File: src/rtl/tsr_pkg.sv
// Shared types, constants and helper functions for the torus source route generator.
// No dependencies; every other file of the block imports this package.
package tsr_pkg;

   // Fixed field widths
   localparam int NODE_W      = 12;  // linear node number
   localparam int SIDE_W      = 5;   // grid side register
   localparam int PLANE_W     = 9;   // width * height, up to 256
   localparam int TOTAL_W     = 13;  // width * height * depth, up to 4096
   localparam int COORD_MAX_W = 4;   // widest coordinate or hop count on one axis
   localparam int PORT_W      = 3;

   // Configuration port
   localparam int CSR_ADDR_W = 5;
   localparam int CSR_DATA_W = 32;
   localparam int REG_IDX_W  = 3;

   localparam logic [REG_IDX_W-1:0] REG_GRID_WIDTH  = 3'd0;
   localparam logic [REG_IDX_W-1:0] REG_GRID_HEIGHT = 3'd1;
   localparam logic [REG_IDX_W-1:0] REG_GRID_DEPTH  = 3'd2;
   localparam logic [REG_IDX_W-1:0] REG_WRAP_X      = 3'd3;
   localparam logic [REG_IDX_W-1:0] REG_WRAP_Y      = 3'd4;
   localparam logic [REG_IDX_W-1:0] REG_WRAP_Z      = 3'd5;

   localparam logic [SIDE_W-1:0] SIDE_RESET = 5'd4;

   // Exit ports
   localparam logic [PORT_W-1:0] PORT_EAST  = 3'd0;
   localparam logic [PORT_W-1:0] PORT_SOUTH = 3'd1;
   localparam logic [PORT_W-1:0] PORT_WEST  = 3'd2;
   localparam logic [PORT_W-1:0] PORT_NORTH = 3'd3;
   localparam logic [PORT_W-1:0] PORT_BACK  = 3'd4;
   localparam logic [PORT_W-1:0] PORT_FRONT = 3'd5;

   typedef struct packed {
      logic [SIDE_W-1:0] grid_width;
      logic [SIDE_W-1:0] grid_height;
      logic [SIDE_W-1:0] grid_depth;
      logic              wrap_x;
      logic              wrap_y;
      logic              wrap_z;
   } cfg_type;

   // Hops along one axis: count and direction (neg set for the minus way)
   typedef struct packed {
      logic                   neg;
      logic [COORD_MAX_W-1:0] cnt;
   } axis_move_type;

   // One classified route handed from front to back
   typedef struct packed {
      logic          oog;
      logic          empty;
      axis_move_type mx;
      axis_move_type my;
      axis_move_type mz;
   } route_cmd_type;

   typedef enum logic [2:0] {
      FR_IDLE,
      FR_MUL1,
      FR_MUL2,
      FR_CHECK,
      FR_DIVZ,
      FR_DIVY,
      FR_DELTA,
      FR_PUSH
   } front_state_type;

   // Shortest way along one axis; on a ring a tie goes the minus way
   function automatic axis_move_type axis_delta(input logic [COORD_MAX_W-1:0] a,
                                                input logic [COORD_MAX_W-1:0] b,
                                                input logic [SIDE_W-1:0]      n,
                                                input logic                   ring);
      axis_move_type mv;
      logic [SIDE_W:0] ea;
      logic [SIDE_W:0] eb;
      logic [SIDE_W:0] en;
      logic [SIDE_W:0] ng;
      logic [SIDE_W:0] ps;
      ea = (SIDE_W+1)'(a);
      eb = (SIDE_W+1)'(b);
      en = (SIDE_W+1)'(n);
      if (ea > eb) begin
         ng = ea - eb;
         ps = eb + en - ea;
      end else begin
         ng = ea + en - eb;
         ps = eb - ea;
      end
      if (!ring) begin
         if (eb >= ea) begin
            mv.neg = 1'b0;
            mv.cnt = ps[COORD_MAX_W-1:0];
         end else begin
            mv.neg = 1'b1;
            mv.cnt = ng[COORD_MAX_W-1:0];
         end
      end else if (ng > ps) begin
         mv.neg = 1'b0;
         mv.cnt = ps[COORD_MAX_W-1:0];
      end else begin
         mv.neg = 1'b1;
         mv.cnt = ng[COORD_MAX_W-1:0];
      end
      return mv;
   endfunction

endpackage

File: src/rtl/tsr_front.sv
// Front end: accepts a node pair, checks it against the grid, splits it into
// coordinates with a shared restoring divider and queues a route command. Uses tsr_pkg.
module tsr_front import tsr_pkg::*; #(
   parameter int MAX_SIDE = 16
) (
   input  logic                clock,
   input  logic                reset,
   input  cfg_type             cfg,
   input  logic                req_push,
   output logic                req_full,
   input  logic [NODE_W-1:0]   req_source_node,
   input  logic [NODE_W-1:0]   req_target_node,
   output logic                q_push,
   output route_cmd_type       q_data,
   input  logic                q_full
);

   localparam int COORD_W = (MAX_SIDE > 2) ? $clog2(MAX_SIDE) : 1;
   localparam int STEP_W  = (COORD_W > 1) ? $clog2(COORD_W) : 1;
   localparam logic [SIDE_W-1:0] MAX_SIDE_C = SIDE_W'(MAX_SIDE);
   localparam logic [STEP_W-1:0] STEP_TOP   = STEP_W'(COORD_W - 1);

   function automatic logic [SIDE_W-1:0] clamp_side(input logic [SIDE_W-1:0] s);
      logic [SIDE_W-1:0] r;
      if (s == '0) begin
         r = SIDE_W'(1);
      end else if (s > MAX_SIDE_C) begin
         r = MAX_SIDE_C;
      end else begin
         r = s;
      end
      return r;
   endfunction

   front_state_type     state_ff, state_in;
   logic [NODE_W-1:0]   src_ff, src_in, dst_ff, dst_in;
   logic [SIDE_W-1:0]   w_ff, w_in, h_ff, h_in, d_ff, d_in;
   logic [2:0]          wrap_ff, wrap_in;
   logic [PLANE_W-1:0]  plane_ff, plane_in;
   logic [TOTAL_W-1:0]  total_ff, total_in;
   logic [PLANE_W-1:0]  div_ff, div_in;
   logic [STEP_W-1:0]   step_ff, step_in;
   logic [NODE_W-1:0]   src_rem_ff, src_rem_in, dst_rem_ff, dst_rem_in;
   logic [COORD_W-1:0]  src_z_ff, src_z_in, dst_z_ff, dst_z_in;
   logic [COORD_W-1:0]  src_y_ff, src_y_in, dst_y_ff, dst_y_in;
   route_cmd_type       cmd_ff, cmd_in;

   logic                oog_now;
   logic [TOTAL_W-1:0]  div_shift;
   logic                src_ge, dst_ge;
   axis_move_type       mv_x, mv_y, mv_z;

   assign oog_now   = (TOTAL_W'(src_ff) >= total_ff) || (TOTAL_W'(dst_ff) >= total_ff);
   assign div_shift = TOTAL_W'(div_ff) << step_ff;
   assign src_ge    = TOTAL_W'(src_rem_ff) >= div_shift;
   assign dst_ge    = TOTAL_W'(dst_rem_ff) >= div_shift;

   assign mv_x = axis_delta(COORD_MAX_W'(src_rem_ff[COORD_W-1:0]),
                            COORD_MAX_W'(dst_rem_ff[COORD_W-1:0]), w_ff, wrap_ff[0]);
   assign mv_y = axis_delta(COORD_MAX_W'(src_y_ff), COORD_MAX_W'(dst_y_ff), h_ff, wrap_ff[1]);
   assign mv_z = axis_delta(COORD_MAX_W'(src_z_ff), COORD_MAX_W'(dst_z_ff), d_ff, wrap_ff[2]);

   // next state
   always_comb begin
      state_in = state_ff;
      case (state_ff)
         FR_IDLE:  if (req_push) state_in = FR_MUL1;
         FR_MUL1:  state_in = FR_MUL2;
         FR_MUL2:  state_in = FR_CHECK;
         FR_CHECK: state_in = oog_now ? FR_PUSH : FR_DIVZ;
         FR_DIVZ:  if (step_ff == '0) state_in = FR_DIVY;
         FR_DIVY:  if (step_ff == '0) state_in = FR_DELTA;
         FR_DELTA: state_in = FR_PUSH;
         FR_PUSH:  if (!q_full) state_in = FR_IDLE;
         default:  state_in = FR_IDLE;
      endcase
   end

   // outputs
   always_comb begin
      req_full = (state_ff != FR_IDLE);
      q_push   = (state_ff == FR_PUSH) && !q_full;
      q_data   = cmd_ff;
   end

   // datapath
   always_comb begin
      src_in     = src_ff;
      dst_in     = dst_ff;
      w_in       = w_ff;
      h_in       = h_ff;
      d_in       = d_ff;
      wrap_in    = wrap_ff;
      plane_in   = plane_ff;
      total_in   = total_ff;
      div_in     = div_ff;
      step_in    = step_ff;
      src_rem_in = src_rem_ff;
      dst_rem_in = dst_rem_ff;
      src_z_in   = src_z_ff;
      dst_z_in   = dst_z_ff;
      src_y_in   = src_y_ff;
      dst_y_in   = dst_y_ff;
      cmd_in     = cmd_ff;
      case (state_ff)
         FR_IDLE: begin
            if (req_push) begin
               src_in  = req_source_node;
               dst_in  = req_target_node;
               w_in    = clamp_side(cfg.grid_width);
               h_in    = clamp_side(cfg.grid_height);
               d_in    = clamp_side(cfg.grid_depth);
               wrap_in = {cfg.wrap_z, cfg.wrap_y, cfg.wrap_x};
            end
         end
         FR_MUL1: plane_in = PLANE_W'(w_ff) * PLANE_W'(h_ff);
         FR_MUL2: total_in = TOTAL_W'(plane_ff) * TOTAL_W'(d_ff);
         FR_CHECK: begin
            src_rem_in = src_ff;
            dst_rem_in = dst_ff;
            div_in     = plane_ff;
            step_in    = STEP_TOP;
            cmd_in     = '0;
            cmd_in.oog = oog_now;
         end
         FR_DIVZ, FR_DIVY: begin
            // one quotient bit per cycle for both nodes
            if (src_ge) src_rem_in = NODE_W'(TOTAL_W'(src_rem_ff) - div_shift);
            if (dst_ge) dst_rem_in = NODE_W'(TOTAL_W'(dst_rem_ff) - div_shift);
            if (state_ff == FR_DIVZ) begin
               src_z_in[step_ff] = src_ge;
               dst_z_in[step_ff] = dst_ge;
            end else begin
               src_y_in[step_ff] = src_ge;
               dst_y_in[step_ff] = dst_ge;
            end
            if (step_ff == '0) begin
               div_in  = PLANE_W'(w_ff);
               step_in = STEP_TOP;
            end else begin
               step_in = step_ff - STEP_W'(1);
            end
         end
         FR_DELTA: begin
            cmd_in.oog   = 1'b0;
            cmd_in.mx    = mv_x;
            cmd_in.my    = mv_y;
            cmd_in.mz    = mv_z;
            cmd_in.empty = (mv_x.cnt == '0) && (mv_y.cnt == '0) && (mv_z.cnt == '0);
         end
         FR_PUSH: begin
         end
         default: begin
         end
      endcase
   end

   always_ff @(posedge clock) begin
      if (reset) begin
         state_ff <= FR_IDLE;
      end else begin
         state_ff <= state_in;
      end
      src_ff     <= src_in;
      dst_ff     <= dst_in;
      w_ff       <= w_in;
      h_ff       <= h_in;
      d_ff       <= d_in;
      wrap_ff    <= wrap_in;
      plane_ff   <= plane_in;
      total_ff   <= total_in;
      div_ff     <= div_in;
      step_ff    <= step_in;
      src_rem_ff <= src_rem_in;
      dst_rem_ff <= dst_rem_in;
      src_z_ff   <= src_z_in;
      dst_z_ff   <= dst_z_in;
      src_y_ff   <= src_y_in;
      dst_y_ff   <= dst_y_in;
      cmd_ff     <= cmd_in;
   end

   a_div_nonzero: assert property (@(posedge clock) disable iff (reset)
      (state_ff == FR_DIVZ || state_ff == FR_DIVY) |-> (div_ff != '0))
      else $error("divider runs with a zero divisor");

   a_x_below_width: assert property (@(posedge clock) disable iff (reset)
      (state_ff == FR_DELTA) |->
         (TOTAL_W'(src_rem_ff) < TOTAL_W'(w_ff)) && (TOTAL_W'(dst_rem_ff) < TOTAL_W'(w_ff)))
      else $error("x remainder not below grid width");

   a_cmd_class: assert property (@(posedge clock) disable iff (reset)
      q_push |-> !(q_data.oog && q_data.empty))
      else $error("route command both out of grid and empty");

endmodule

File: src/rtl/tsr_queue.sv
// Short command queue between front and back end, held in flip-flops.
// Uses tsr_pkg for the command type.
module tsr_queue import tsr_pkg::*; #(
   parameter int DEPTH = 2
) (
   input  logic          clock,
   input  logic          reset,
   input  logic          push,
   input  route_cmd_type data_in,
   output logic          full,
   input  logic          pop,
   output logic          valid,
   output route_cmd_type data_out
);

   localparam int PTR_W = (DEPTH > 1) ? $clog2(DEPTH) : 1;
   localparam int CNT_W = $clog2(DEPTH + 1);
   localparam logic [PTR_W-1:0] PTR_LAST = PTR_W'(DEPTH - 1);
   localparam logic [CNT_W-1:0] CNT_FULL = CNT_W'(DEPTH);

   route_cmd_type      mem_ff [DEPTH];
   logic [PTR_W-1:0]   wr_ptr_ff, wr_ptr_in, rd_ptr_ff, rd_ptr_in;
   logic [CNT_W-1:0]   count_ff, count_in;
   logic               do_push, do_pop;

   assign full     = (count_ff == CNT_FULL);
   assign valid    = (count_ff != '0);
   assign data_out = mem_ff[rd_ptr_ff];
   assign do_push  = push && !full;
   assign do_pop   = pop && valid;

   always_comb begin
      wr_ptr_in = wr_ptr_ff;
      rd_ptr_in = rd_ptr_ff;
      count_in  = count_ff;
      if (do_push) wr_ptr_in = (wr_ptr_ff == PTR_LAST) ? '0 : wr_ptr_ff + PTR_W'(1);
      if (do_pop)  rd_ptr_in = (rd_ptr_ff == PTR_LAST) ? '0 : rd_ptr_ff + PTR_W'(1);
      if (do_push && !do_pop) count_in = count_ff + CNT_W'(1);
      if (do_pop && !do_push) count_in = count_ff - CNT_W'(1);
   end

   always_ff @(posedge clock) begin
      if (reset) begin
         wr_ptr_ff <= '0;
         rd_ptr_ff <= '0;
         count_ff  <= '0;
      end else begin
         wr_ptr_ff <= wr_ptr_in;
         rd_ptr_ff <= rd_ptr_in;
         count_ff  <= count_in;
      end
      if (do_push) mem_ff[wr_ptr_ff] <= data_in;
   end

endmodule

File: src/rtl/tsr_back.sv
// Back end: takes route commands from the queue and, while the output register is free,
// issues one hop per cycle into it, X hops first, then Y, then Z. Uses tsr_pkg.
module tsr_back import tsr_pkg::*; (
   input  logic                clock,
   input  logic                reset,
   input  logic                q_valid,
   input  route_cmd_type       q_data,
   output logic                q_pop,
   output logic                rsp_empty,
   input  logic                rsp_pop,
   output logic [PORT_W-1:0]   rsp_hop_port,
   output logic                rsp_last_hop,
   output logic                rsp_route_empty,
   output logic                rsp_node_out_of_grid
);

   logic                busy_ff, busy_in;
   route_cmd_type       cur_ff, cur_in;
   logic                rsp_valid_ff, rsp_valid_in;
   logic [PORT_W-1:0]   port_ff, port_in;
   logic                last_ff, last_in;
   logic                empty_ff, empty_in;
   logic                oog_ff, oog_in;

   logic                out_free, fire;
   route_cmd_type       nxt;
   logic [PORT_W-1:0]   hop_port;
   logic                hop_last;

   assign out_free = !rsp_valid_ff || rsp_pop;
   assign fire     = busy_ff && out_free;
   assign q_pop    = !busy_ff && q_valid;

   // pick the next hop and retire it from the command
   always_comb begin
      nxt      = cur_ff;
      hop_port = PORT_EAST;
      if (cur_ff.oog || cur_ff.empty) begin
         hop_port = PORT_EAST;
      end else if (cur_ff.mx.cnt != '0) begin
         hop_port    = cur_ff.mx.neg ? PORT_WEST : PORT_EAST;
         nxt.mx.cnt  = cur_ff.mx.cnt - COORD_MAX_W'(1);
      end else if (cur_ff.my.cnt != '0) begin
         hop_port    = cur_ff.my.neg ? PORT_NORTH : PORT_SOUTH;
         nxt.my.cnt  = cur_ff.my.cnt - COORD_MAX_W'(1);
      end else begin
         hop_port    = cur_ff.mz.neg ? PORT_FRONT : PORT_BACK;
         nxt.mz.cnt  = cur_ff.mz.cnt - COORD_MAX_W'(1);
      end
      hop_last = cur_ff.oog || cur_ff.empty ||
                 ((nxt.mx.cnt == '0) && (nxt.my.cnt == '0) && (nxt.mz.cnt == '0));
   end

   always_comb begin
      busy_in      = busy_ff;
      cur_in       = cur_ff;
      rsp_valid_in = rsp_valid_ff;
      port_in      = port_ff;
      last_in      = last_ff;
      empty_in     = empty_ff;
      oog_in       = oog_ff;
      if (q_pop) begin
         busy_in = 1'b1;
         cur_in  = q_data;
      end else if (fire) begin
         cur_in = nxt;
         if (hop_last) busy_in = 1'b0;
      end
      if (fire) begin
         rsp_valid_in = 1'b1;
         port_in      = hop_port;
         last_in      = hop_last;
         empty_in     = cur_ff.empty;
         oog_in       = cur_ff.oog;
      end else if (rsp_pop) begin
         rsp_valid_in = 1'b0;
      end
   end

   always_ff @(posedge clock) begin
      if (reset) begin
         busy_ff      <= 1'b0;
         rsp_valid_ff <= 1'b0;
      end else begin
         busy_ff      <= busy_in;
         rsp_valid_ff <= rsp_valid_in;
      end
      cur_ff   <= cur_in;
      port_ff  <= port_in;
      last_ff  <= last_in;
      empty_ff <= empty_in;
      oog_ff   <= oog_in;
   end

   assign rsp_empty            = !rsp_valid_ff;
   assign rsp_hop_port         = port_ff;
   assign rsp_last_hop         = last_ff;
   assign rsp_route_empty      = empty_ff;
   assign rsp_node_out_of_grid = oog_ff;

   a_flags_exclusive: assert property (@(posedge clock) disable iff (reset)
      rsp_valid_ff |-> !(empty_ff && oog_ff))
      else $error("result flagged both empty and out of grid");

   a_single_result: assert property (@(posedge clock) disable iff (reset)
      (rsp_valid_ff && (empty_ff || oog_ff)) |-> last_ff)
      else $error("special result not marked last");

   a_busy_has_hops: assert property (@(posedge clock) disable iff (reset)
      (busy_ff && !cur_ff.oog && !cur_ff.empty) |->
         ((cur_ff.mx.cnt != '0) || (cur_ff.my.cnt != '0) || (cur_ff.mz.cnt != '0)))
      else $error("active route has no hops left");

endmodule

File: src/rtl/torus_source_route_generator.sv
// Top level of the torus source route generator: configuration registers,
// front end, command queue and back end. Uses tsr_pkg, tsr_front, tsr_queue, tsr_back.
//
//   channel  | ports                         | transaction
//   ---------+-------------------------------+-------------------------------------------
//   request  | req_push / req_full           | one source and target node pair
//   response | rsp_pop / rsp_empty           | one hop port with last, empty, oog flags
//   csr      | csr_psel/penable/pwrite/...   | one register write or read, no wait states
//
// Steps: the front end takes each request through the multiply states MUL1 and MUL2, a
// range check, one quotient bit per cycle for Z then Y, a delta state and a queue push
// (an off-grid pair goes from the check straight to the push); the back end loads each
// command from the queue, then issues one result per cycle while its output is free.
// The front end accepts the next request while the back end still drains earlier routes.
// Reset clears the state machines, the queue and the output valid, and loads the
// register reset values (4 x 4 x 4 grid, all axes wrapped). No clearing pass.
// A stalled response holds its output register; the back end stops, the queue fills,
// and then req_full stays high.
module torus_source_route_generator import tsr_pkg::*; #(
   parameter int MAX_SIDE    = 16,
   parameter int QUEUE_DEPTH = 2
) (
   input  logic                    clock,
   input  logic                    reset,
   // request channel
   input  logic                    req_push,
   output logic                    req_full,
   input  logic [NODE_W-1:0]       req_source_node,
   input  logic [NODE_W-1:0]       req_target_node,
   // response channel
   output logic                    rsp_empty,
   input  logic                    rsp_pop,
   output logic [PORT_W-1:0]       rsp_hop_port,
   output logic                    rsp_last_hop,
   output logic                    rsp_route_empty,
   output logic                    rsp_node_out_of_grid,
   // configuration port
   input  logic                    csr_psel,
   input  logic                    csr_penable,
   input  logic                    csr_pwrite,
   input  logic [CSR_ADDR_W-1:0]   csr_paddr,
   input  logic [CSR_DATA_W-1:0]   csr_pwdata,
   output logic [CSR_DATA_W-1:0]   csr_prdata,
   output logic                    csr_pready
);

   cfg_type              cfg_ff, cfg_in;
   logic                 csr_write;
   logic [REG_IDX_W-1:0] csr_idx;

   logic                 q_push, q_full, q_pop, q_valid;
   route_cmd_type        q_wdata, q_rdata;

   // Registers sit at word addresses; ignore the byte offset.
   assign csr_pready = 1'b1;
   assign csr_idx    = csr_paddr[CSR_ADDR_W-1:2];
   assign csr_write  = csr_psel && csr_penable && csr_pwrite && csr_pready;

   // Register writes; an address past the last register is dropped.
   always_comb begin
      cfg_in = cfg_ff;
      if (csr_write) begin
         case (csr_idx)
            REG_GRID_WIDTH:  cfg_in.grid_width  = csr_pwdata[SIDE_W-1:0];
            REG_GRID_HEIGHT: cfg_in.grid_height = csr_pwdata[SIDE_W-1:0];
            REG_GRID_DEPTH:  cfg_in.grid_depth  = csr_pwdata[SIDE_W-1:0];
            REG_WRAP_X:      cfg_in.wrap_x      = csr_pwdata[0];
            REG_WRAP_Y:      cfg_in.wrap_y      = csr_pwdata[0];
            REG_WRAP_Z:      cfg_in.wrap_z      = csr_pwdata[0];
            default:         cfg_in             = cfg_ff;
         endcase
      end
   end

   // Register reads return the stored value, zero past the last register.
   always_comb begin
      case (csr_idx)
         REG_GRID_WIDTH:  csr_prdata = CSR_DATA_W'(cfg_ff.grid_width);
         REG_GRID_HEIGHT: csr_prdata = CSR_DATA_W'(cfg_ff.grid_height);
         REG_GRID_DEPTH:  csr_prdata = CSR_DATA_W'(cfg_ff.grid_depth);
         REG_WRAP_X:      csr_prdata = CSR_DATA_W'(cfg_ff.wrap_x);
         REG_WRAP_Y:      csr_prdata = CSR_DATA_W'(cfg_ff.wrap_y);
         REG_WRAP_Z:      csr_prdata = CSR_DATA_W'(cfg_ff.wrap_z);
         default:         csr_prdata = '0;
      endcase
   end

   always_ff @(posedge clock) begin
      if (reset) begin
         cfg_ff.grid_width  <= SIDE_RESET;
         cfg_ff.grid_height <= SIDE_RESET;
         cfg_ff.grid_depth  <= SIDE_RESET;
         cfg_ff.wrap_x      <= 1'b1;
         cfg_ff.wrap_y      <= 1'b1;
         cfg_ff.wrap_z      <= 1'b1;
      end else begin
         cfg_ff <= cfg_in;
      end
   end

   // Front end: classify the request, split nodes into coordinates, build the command.
   tsr_front #(
      .MAX_SIDE (MAX_SIDE)
   ) u_front (
      .clock           (clock),
      .reset           (reset),
      .cfg             (cfg_ff),
      .req_push        (req_push),
      .req_full        (req_full),
      .req_source_node (req_source_node),
      .req_target_node (req_target_node),
      .q_push          (q_push),
      .q_data          (q_wdata),
      .q_full          (q_full)
   );

   // Decouple the two halves so each can stall on its own.
   tsr_queue #(
      .DEPTH (QUEUE_DEPTH)
   ) u_queue (
      .clock    (clock),
      .reset    (reset),
      .push     (q_push),
      .data_in  (q_wdata),
      .full     (q_full),
      .pop      (q_pop),
      .valid    (q_valid),
      .data_out (q_rdata)
   );

   // Back end: walk the command and issue one hop per response transaction.
   tsr_back u_back (
      .clock                (clock),
      .reset                (reset),
      .q_valid              (q_valid),
      .q_data               (q_rdata),
      .q_pop                (q_pop),
      .rsp_empty            (rsp_empty),
      .rsp_pop              (rsp_pop),
      .rsp_hop_port         (rsp_hop_port),
      .rsp_last_hop         (rsp_last_hop),
      .rsp_route_empty      (rsp_route_empty),
      .rsp_node_out_of_grid (rsp_node_out_of_grid)
   );

endmodule

File: config.mk
export PLATFORM = sky130hd
export DESIGN_NAME = torus_source_route_generator
export DESIGN_NICKNAME = d
export VERILOG_FILES = /design/src/rtl/tsr_pkg.sv /design/src/rtl/tsr_front.sv /design/src/rtl/tsr_queue.sv /design/src/rtl/tsr_back.sv /design/src/rtl/torus_source_route_generator.sv
export SDC_FILE = /design/constraint.sdc
export NUM_CORES = 1
export LEC_CHECK = 0
export BUFFER_PORTS_ARGS = -buffer_cell sky130_fd_sc_hd__buf_2
export CAP_MARGIN = 25
export CORE_MARGIN = 4
export CORE_UTILIZATION = 41
export CTS_CLUSTER_DIAMETER = 200
export DETAILED_ROUTE_END_ITERATION = 12
export PLACE_DENSITY_LB_ADDON = 0.08
export SLEW_MARGIN = 20
export SYNTH_ARGS = -nofsm -noshare
export SYNTH_HDL_FRONTEND = slang
export SYNTH_SLANG_ARGS = --single-unit
File: constraint.sdc
create_clock -name clock -period 5.7 [get_ports clock]
set_input_delay 1.14 -clock clock [delete_from_list [all_inputs] [get_ports clock]]
set_output_delay 1.14 -clock clock [all_outputs]
set_load 0.05 [all_outputs]
==> metrics.yaml, run 1 <==
synth_cell_types: 79
routed_wl_um: 35900
grt_pass1_wl_um: 57600
fin_crit_ps: 4760
vias: 11000
crit_fanout: 8
period_share_pct: 83.6
post-route-drc-count: 0
cap_violations: 0
cts_tree: "yes"
cp_cell_sequence: "inv_1 > fa_1 > inv_1 > ha_1 > a21o_1 > a21oi_1 > xnor2_1 > a21oi_1 > inv_1 > ha_1 > nand2_1 > a21oi_1 > a2111oi_0 > o32a_1 > mux2i_1 > o21ai_0 > nor4_1"
grt_pass1_vias: 10900
power.total_mw: 9.17
power_density_nw_per_um2: 517
grt.overflow.total: 0
viasPerCell: 5.09
setup_viol: 0
hold_buffers: 0
synth_top_area_share_pct: 35.1
utilization_pct: 45.7
synthesis.area_um2: 16200
setup_tns_ps: 0
cpPeakStageDelay_ps: 670
cts.sinks: 217
port_buffers: 51
synth_top_flop_cell: "edfxtp_1"
critPathTopFamily: "compound AO/OA/AOI/OAI gates"
grt.total_usage_pct: 17.0
drive_gt1_share_pct: 8.35
timing.fmax_mhz: 210
io_pins: 109
clock_latency_ps: 530
critPathSlowestCell: "fa_1"
core_area_um2: 38800
dp_slack_ps: 849
slew_headroom_pct: 37.0
ys.warnings.count: 0
critPathKind: "reg -> reg"
drv_slew: 0
grt_max_degree: 73
routedWlPerCell_um: 16.6
start_kind: "flip-flop"
dp.cells: 2110
post_dp_cell_area_um2: 16800
firstDrtPassIters: 5
setup_slack_ps: 937
diodes: 0
hold_path_class: "reg -> reg"
finalNonFillerCells: 2159
cts-resized-gates: 0
synth_edf_count: 189
fin_area_um2: 17700
syn_avg_cell_area_um2: 10.2
post_cts_buffers: 0
synthCells: 1578
final_antenna_net_count: 0
dieArea_um2: 42600
syn2layout_area_growth_pct: 9.84
htree_levels: 1
globalplace.congestion: 0.862
end_kind: "flip-flop"
fp.dieH_um: 206
finalHoldViolations: 0
synth_seq_area_share_pct: 38.6
fill_cells: 3757
p_leak_nw: 7.84
yosys_register_bits: 217
worst_pin_slew_ps: 937
cts_buffers: 26
rsz0062_at_grt: "false"
die_w_um: 206
antenna_found_initial: 0
fin_nets: 1927
worst_hold_slack_ps: 435
drt_first_iter_violations: 592
hpwl_um: 28500
multi_input_area_um2: 8860
cts_buffer_depth: 3
ir_drop_uv: 413
yosysTopAreaCell: "edfxtp_1"
status: "finished clean"
root_buffer: "clkbuf_16"
crit_buf_inv: 3
start_util_pct: 41.6
crit_required_ps: 6040
finalClockSkew_ps: 19.1
row_count: 72
synth_area_leaders: "edfxtp_1 (35%), ha_1 (14%), fa_1 (7.4%)"
seq_area_um2: 6240
synthArstFlopShare_pct: 0
critPathArrivalTime_ps: 5100
clk_pin_slew_worst_paths_ps: 70
## cells in the mapped netlist (16+ instances only)
| cell | count |
|---|---|
| a211oi_1 | 20 |
| a21o_1 | 35 |
| a21oi_1 | 90 |
| and2_1 | 39 |
| buf_4 | 31 |
| clkbuf_1 | 33 |
| dfxtp_1 | 28 |
| edfxtp_1 | 189 |
| fa_1 | 60 |
| ha_1 | 178 |
| inv_1 | 209 |
| mux2i_1 | 59 |
| nand2_1 | 111 |
| nand3_1 | 16 |
| nor2_1 | 103 |
| nor2b_1 | 20 |
| nor3_1 | 17 |
| o21ai_0 | 60 |
| xnor2_1 | 48 |
| xor2_1 | 24 |
## cell families after synthesis
logic type | after synthesis | share of synthesized area, %
AND/OR/NAND/NOR | 391 | 12.0
AO/OA/AOI/OAI | 311 | 12.7
buffers and inverters | 280 | 7.26
adder cells (fa/ha/maj) | 238 | 21.2
flip-flops | 217 | 38.6
XOR/XNOR | 72 | 3.90
multiplexers | 67 | 4.28
other | 2 | 0.0465
## layout make-up
cell class / count / share of cell area, %
clock inverters: 14 / 0.846
repair buffers: 60 / 1.86
clock buffers: 34 / 4.13
inverters: 209 / 4.42
flip-flops and latches: 217 / 35.2
well taps: 518 / 3.65
multi-input cells: 1107 / 49.9
## flip-flops by register name, summed over array words and instances, names as in the netlist, 3 cells and up, named ones only
signal and cells:
u_front.plane_ff 9, u_front.dst_ff 12, u_front.div_ff 9, u_front.dst_rem_ff 12
u_front.w_ff 5, u_back.cur_ff 17, u_queue.mem_ff 34, u_front.src_rem_ff 12
u_front.total_ff 13, u_front.state_ff 3, u_front.h_ff 5, u_front.src_ff 12
u_front.src_y_ff 4, u_front.dst_z_ff 4, u_front.src_z_ff 4, u_front.d_ff 5
u_front.q_data 17, u_front.dst_y_ff 4, cfg_ff 18, u_front.wrap_ff 3
u_back.rsp_hop_port 3
## metal layers
| metal | vias up | track usage, % | share of wire [%] |
|---|---|---|---|
| li1 | 5537 | - | - |
| met1 | 5277 | 25.1 | 50 |
| met2 | 161 | 27.3 | 45 |
| met3 | 24 | 1.80 | 3.7 |
| met4 | 0 | 2.95 | 1.0 |
| met5 | - | 0 | 0 |
## layout by cell type (no fill, tap or decap), types with 24 or more instances in the layout
cell type	instances
nor2_1	100
dfxtp_1	28
inv_1	209
edfxtp_1	189
o21ai_0	60
xor2_1	24
nand2_1	111
conb_1	28
mux2i_1	59
and2_1	39
ha_1	178
xnor2_1	48
a21o_1	35
a21oi_1	90
fa_1	60
buf_2	51
clkbuf_16	27
## worst paths after layout
check	start	end	slack [ps]	cells past startpoint
hold / removal	u_front.q_data[14]$_SDFFCE_PN0P_	u_queue.mem_ff[1][14]$_DFFE_PP_	430	0
setup reg to reg	u_front.dst_rem_ff[1]$_DFFE_PP_	u_front.q_data[15]$_SDFFCE_PN0P_	940	17
hold reg to reg	u_front.q_data[14]$_SDFFCE_PN0P_	u_queue.mem_ff[1][14]$_DFFE_PP_	430	0
setup / recovery	u_front.dst_rem_ff[1]$_DFFE_PP_	u_front.q_data[15]$_SDFFCE_PN0P_	940	17
## power by group
part	total (mW)	switching [mW]	internal, mW
clock network	1.70	0.661	1.04
registers	2.59	0.275	2.31
logic	4.88	2.86	2.02
total	9.17	3.80	5.37
## worst register-to-register path, stage by stage (launching register included)
cell       delay (ps)
edfxtp_1          480
inv_1             190
fa_1              680
inv_1             100
ha_1              290
a21o_1            150
a21oi_1           220
xnor2_1            90
a21oi_1           250
inv_1              70
ha_1              290
nand2_1            80
a21oi_1            40
a2111oi_0         360
o32a_1            430
mux2i_1           410
o21ai_0           160
nor4_1            270
No activity file was read; power rests on OpenSTA's default activity.
==> inputs of run 2 (changes only) <==
clock period = 4 ns   (was 5.7 ns; I/O delays follow)
==> metrics.yaml, run 2 (synthesized netlist as in run 1, its figures left out) <==
status: "finished with violations"  # was finished clean
violations: "negative setup slack"
critPathKind: "reg -> reg"  # unchanged
cts.sinks: 217  # unchanged
diodes: 0  # unchanged
start_kind: "flip-flop"  # unchanged
grt_pass1_wl_um: 59600  # was 57600 µm
finalHoldViolations: 0  # unchanged
clk_pin_slew_worst_paths_ps: 60  # was 70 ps
root_buffer: "clkbuf_16"  # unchanged
crit_fanout: 5  # was 8
core_area_um2: 38800  # unchanged
routedWlPerCell_um: 16.5  # was 16.6 µm
cts_buffers: 26  # unchanged
period_share_pct: 101  # was 83.6%
worstReg2RegEnd: "u_front.q_data[15]$_SDFFCE_PN0P_"  # unchanged
r2r_slack_ps: -20  # was 940 ps
slew_headroom_pct: 36.2  # was 37.0%
setup_tns_ps: -23.1  # was 0 ps
rr_worst_depth: 20  # was 17
port_buffers: 51  # unchanged
timing.fmax_mhz: 249  # was 210 MHz
firstDrtPassIters: 4  # was 5
critPathArrivalTime_ps: 4290  # was 5100 ps
grt_pass1_vias: 11300  # was 10900
whs_path_depth: 1  # was 0
globalplace.congestion: 0.860  # was 0.862
fin_nets: 2043  # was 1927
final_cell_mix: "inv_1 (199), edfxtp_1 (189), ha_1 (168), buf_4 (114), nand2_1 (109)"  # was inv_1 (209), edfxtp_1 (189), ha_1 (178), nand2_1 (111), nor2_1 (100)
routed_wl_um: 37600  # was 35900 µm
fin_crit_ps: 4020  # was 4760 ps
cts_buffer_depth: 3  # unchanged
largest_reg_flops: 34  # unchanged
end_kind: "flip-flop"  # unchanged
hold_end: "u_front.src_ff[5]$_DFFE_PP_"  # was u_queue.mem_ff[1][14]$_DFFE_PP_
worst_pin_slew_ps: 950  # was 937 ps
dp_slack_ps: -187  # was 849 ps
drt_first_iter_violations: 515  # was 592
hpwl_um: 29500  # was 28500 µm
utilization_pct: 49.0  # was 45.7%
power_density_nw_per_um2: 770  # was 517 nW/µm²
syn2layout_area_growth_pct: 17.9  # was 9.84%
cap_violations: 0  # unchanged
fill_cells: 3677  # was 3757
final_antenna_net_count: 0  # unchanged
cts_tree: "yes"  # unchanged
clock_latency_ps: 560  # was 530 ps
multi_input_area_um2: 9250  # was 8860 µm²
seq_area_um2: 6240  # unchanged
antenna_found_initial: 0  # unchanged
rsz0062_at_grt: "true"  # was false
io_pins: 109  # unchanged
setup_viol: 1  # was 0
largest_register: "u_queue.mem_ff"  # unchanged
start_util_pct: 41.6  # unchanged
fp.dieH_um: 206  # unchanged
hold_path_class: "in -> reg"  # was reg -> reg
vias: 11400  # was 11000
post-route-drc-count: 0  # unchanged
drv_slew: 0  # unchanged
drive_gt1_share_pct: 18.8  # was 8.35%
grt.total_usage_pct: 17.6  # was 17.0%
die_w_um: 206  # unchanged
p_leak_nw: 8.42  # was 7.84 nW
finalClockSkew_ps: 39.8  # was 19.1 ps
reg_top3: "u_queue.mem_ff: 34 flops, cfg_ff: 18 flops"  # unchanged
dieArea_um2: 42600  # unchanged
crit_required_ps: 4270  # was 6040 ps
min_from: "req_source_node[5]"  # was u_front.q_data[14]$_SDFFCE_PN0P_
grt.overflow.total: 0  # unchanged
grt_max_degree: 43  # was 73
setup_slack_ps: -23.1  # was 937 ps
r2r_start: "u_front.d_ff[1]$_SDFFCE_PP0P_"  # was u_front.dst_rem_ff[1]$_DFFE_PP_
layout_commonest_cell: "inv_1"  # unchanged
htree_levels: 1  # unchanged
row_count: 72  # unchanged
ir_drop_uv: 595  # was 413 µV
viasPerCell: 5.02  # was 5.09
-- run 2: worst max-delay path: stages, from the launching register on --
cell and delay, ps:
edfxtp_1 450, inv_2 130, fa_2 480, inv_4 100, ha_4 190, a21o_1 210, a21oi_2 160, o21bai_1 90
a21oi_1 170, xnor2_1 150, a21oi_1 90, ha_1 320, nand3_2 110, o221ai_2 190, o2bb2ai_2 90, a21oi_4 240
buf_6 140, a211oi_2 30, buf_4 150, o211ai_1 170, nor4_1 70
-- run 2: metal layers --
metal	vias up	track usage, %	part of all wire, %
met5	-	0	0
met4	0	3.47	1.3
met3	30	1.96	3.7
met2	175	28.0	45
met1	5441	26.0	50
li1	5760	-	-
-- run 2: cell type report --
class	count	area share (%)
clock buffer	37	4.13
clock inverter	8	0.361
inverter	209	4.17
multi-input combinational	1107	48.6
sequential	217	32.8
tap	518	3.40
timing repair buffer	176	6.60
-- run 2: repair_timing --
item	4_1_cts	5_1_grt
gates resized for setup	30	71
setup endpoints to repair	11	16
buffers inserted	7	17
hold buffers	0	0
pin swaps	23	76
-- run 2: metrics by stage --
stage | hold WS [ps] | cell area, µm² | cells | power [mW]
floorplan | 421 | 16300 | 1604 | 9.05
global placement | 426 | 17600 | 2206 | 11.5
detailed placement | 434 | 17600 | 2206 | 11.6
CTS | 390 | 18600 | 2258 | 14.3
global route | 390 | 19000 | 2272 | 16.1
finish | 418 | 19000 | 2272 | 14.7
-- run 2: worst max-delay path by stage --
stage | start | endpoint | slack (ps)
4_1_cts | u_front.d_ff[1]$_SDFFCE_PP0P_ | u_front.q_data[15]$_SDFFCE_PN0P_ | -30
2_1_floorplan | u_front.dst_z_ff[1]$_DFFE_PP_ | u_front.q_data[15]$_SDFFCE_PN0P_ | 10
3_3_place_gp | u_front.src_y_ff[1]$_DFFE_PP_ | u_front.q_data[15]$_SDFFCE_PN0P_ | -150
6_report | u_front.d_ff[1]$_SDFFCE_PP0P_ | u_front.q_data[15]$_SDFFCE_PN0P_ | -20
5_1_grt | u_front.d_ff[1]$_SDFFCE_PP0P_ | u_front.q_data[15]$_SDFFCE_PN0P_ | -280
3_5_place_dp | u_front.src_y_ff[1]$_DFFE_PP_ | u_front.q_data[15]$_SDFFCE_PN0P_ | -190
-- run 2: power breakdown --
part / leakage [nW] / total, mW / switching [mW] / internal [mW]
Sequential: 1.95 / 3.65 / 0.353 / 3.29
Clock: 0.418 / 2.36 / 0.940 / 1.42
Combinational: 6.05 / 8.65 / 4.64 / 4.01
Total: 8.42 / 14.7 / 5.93 / 8.73
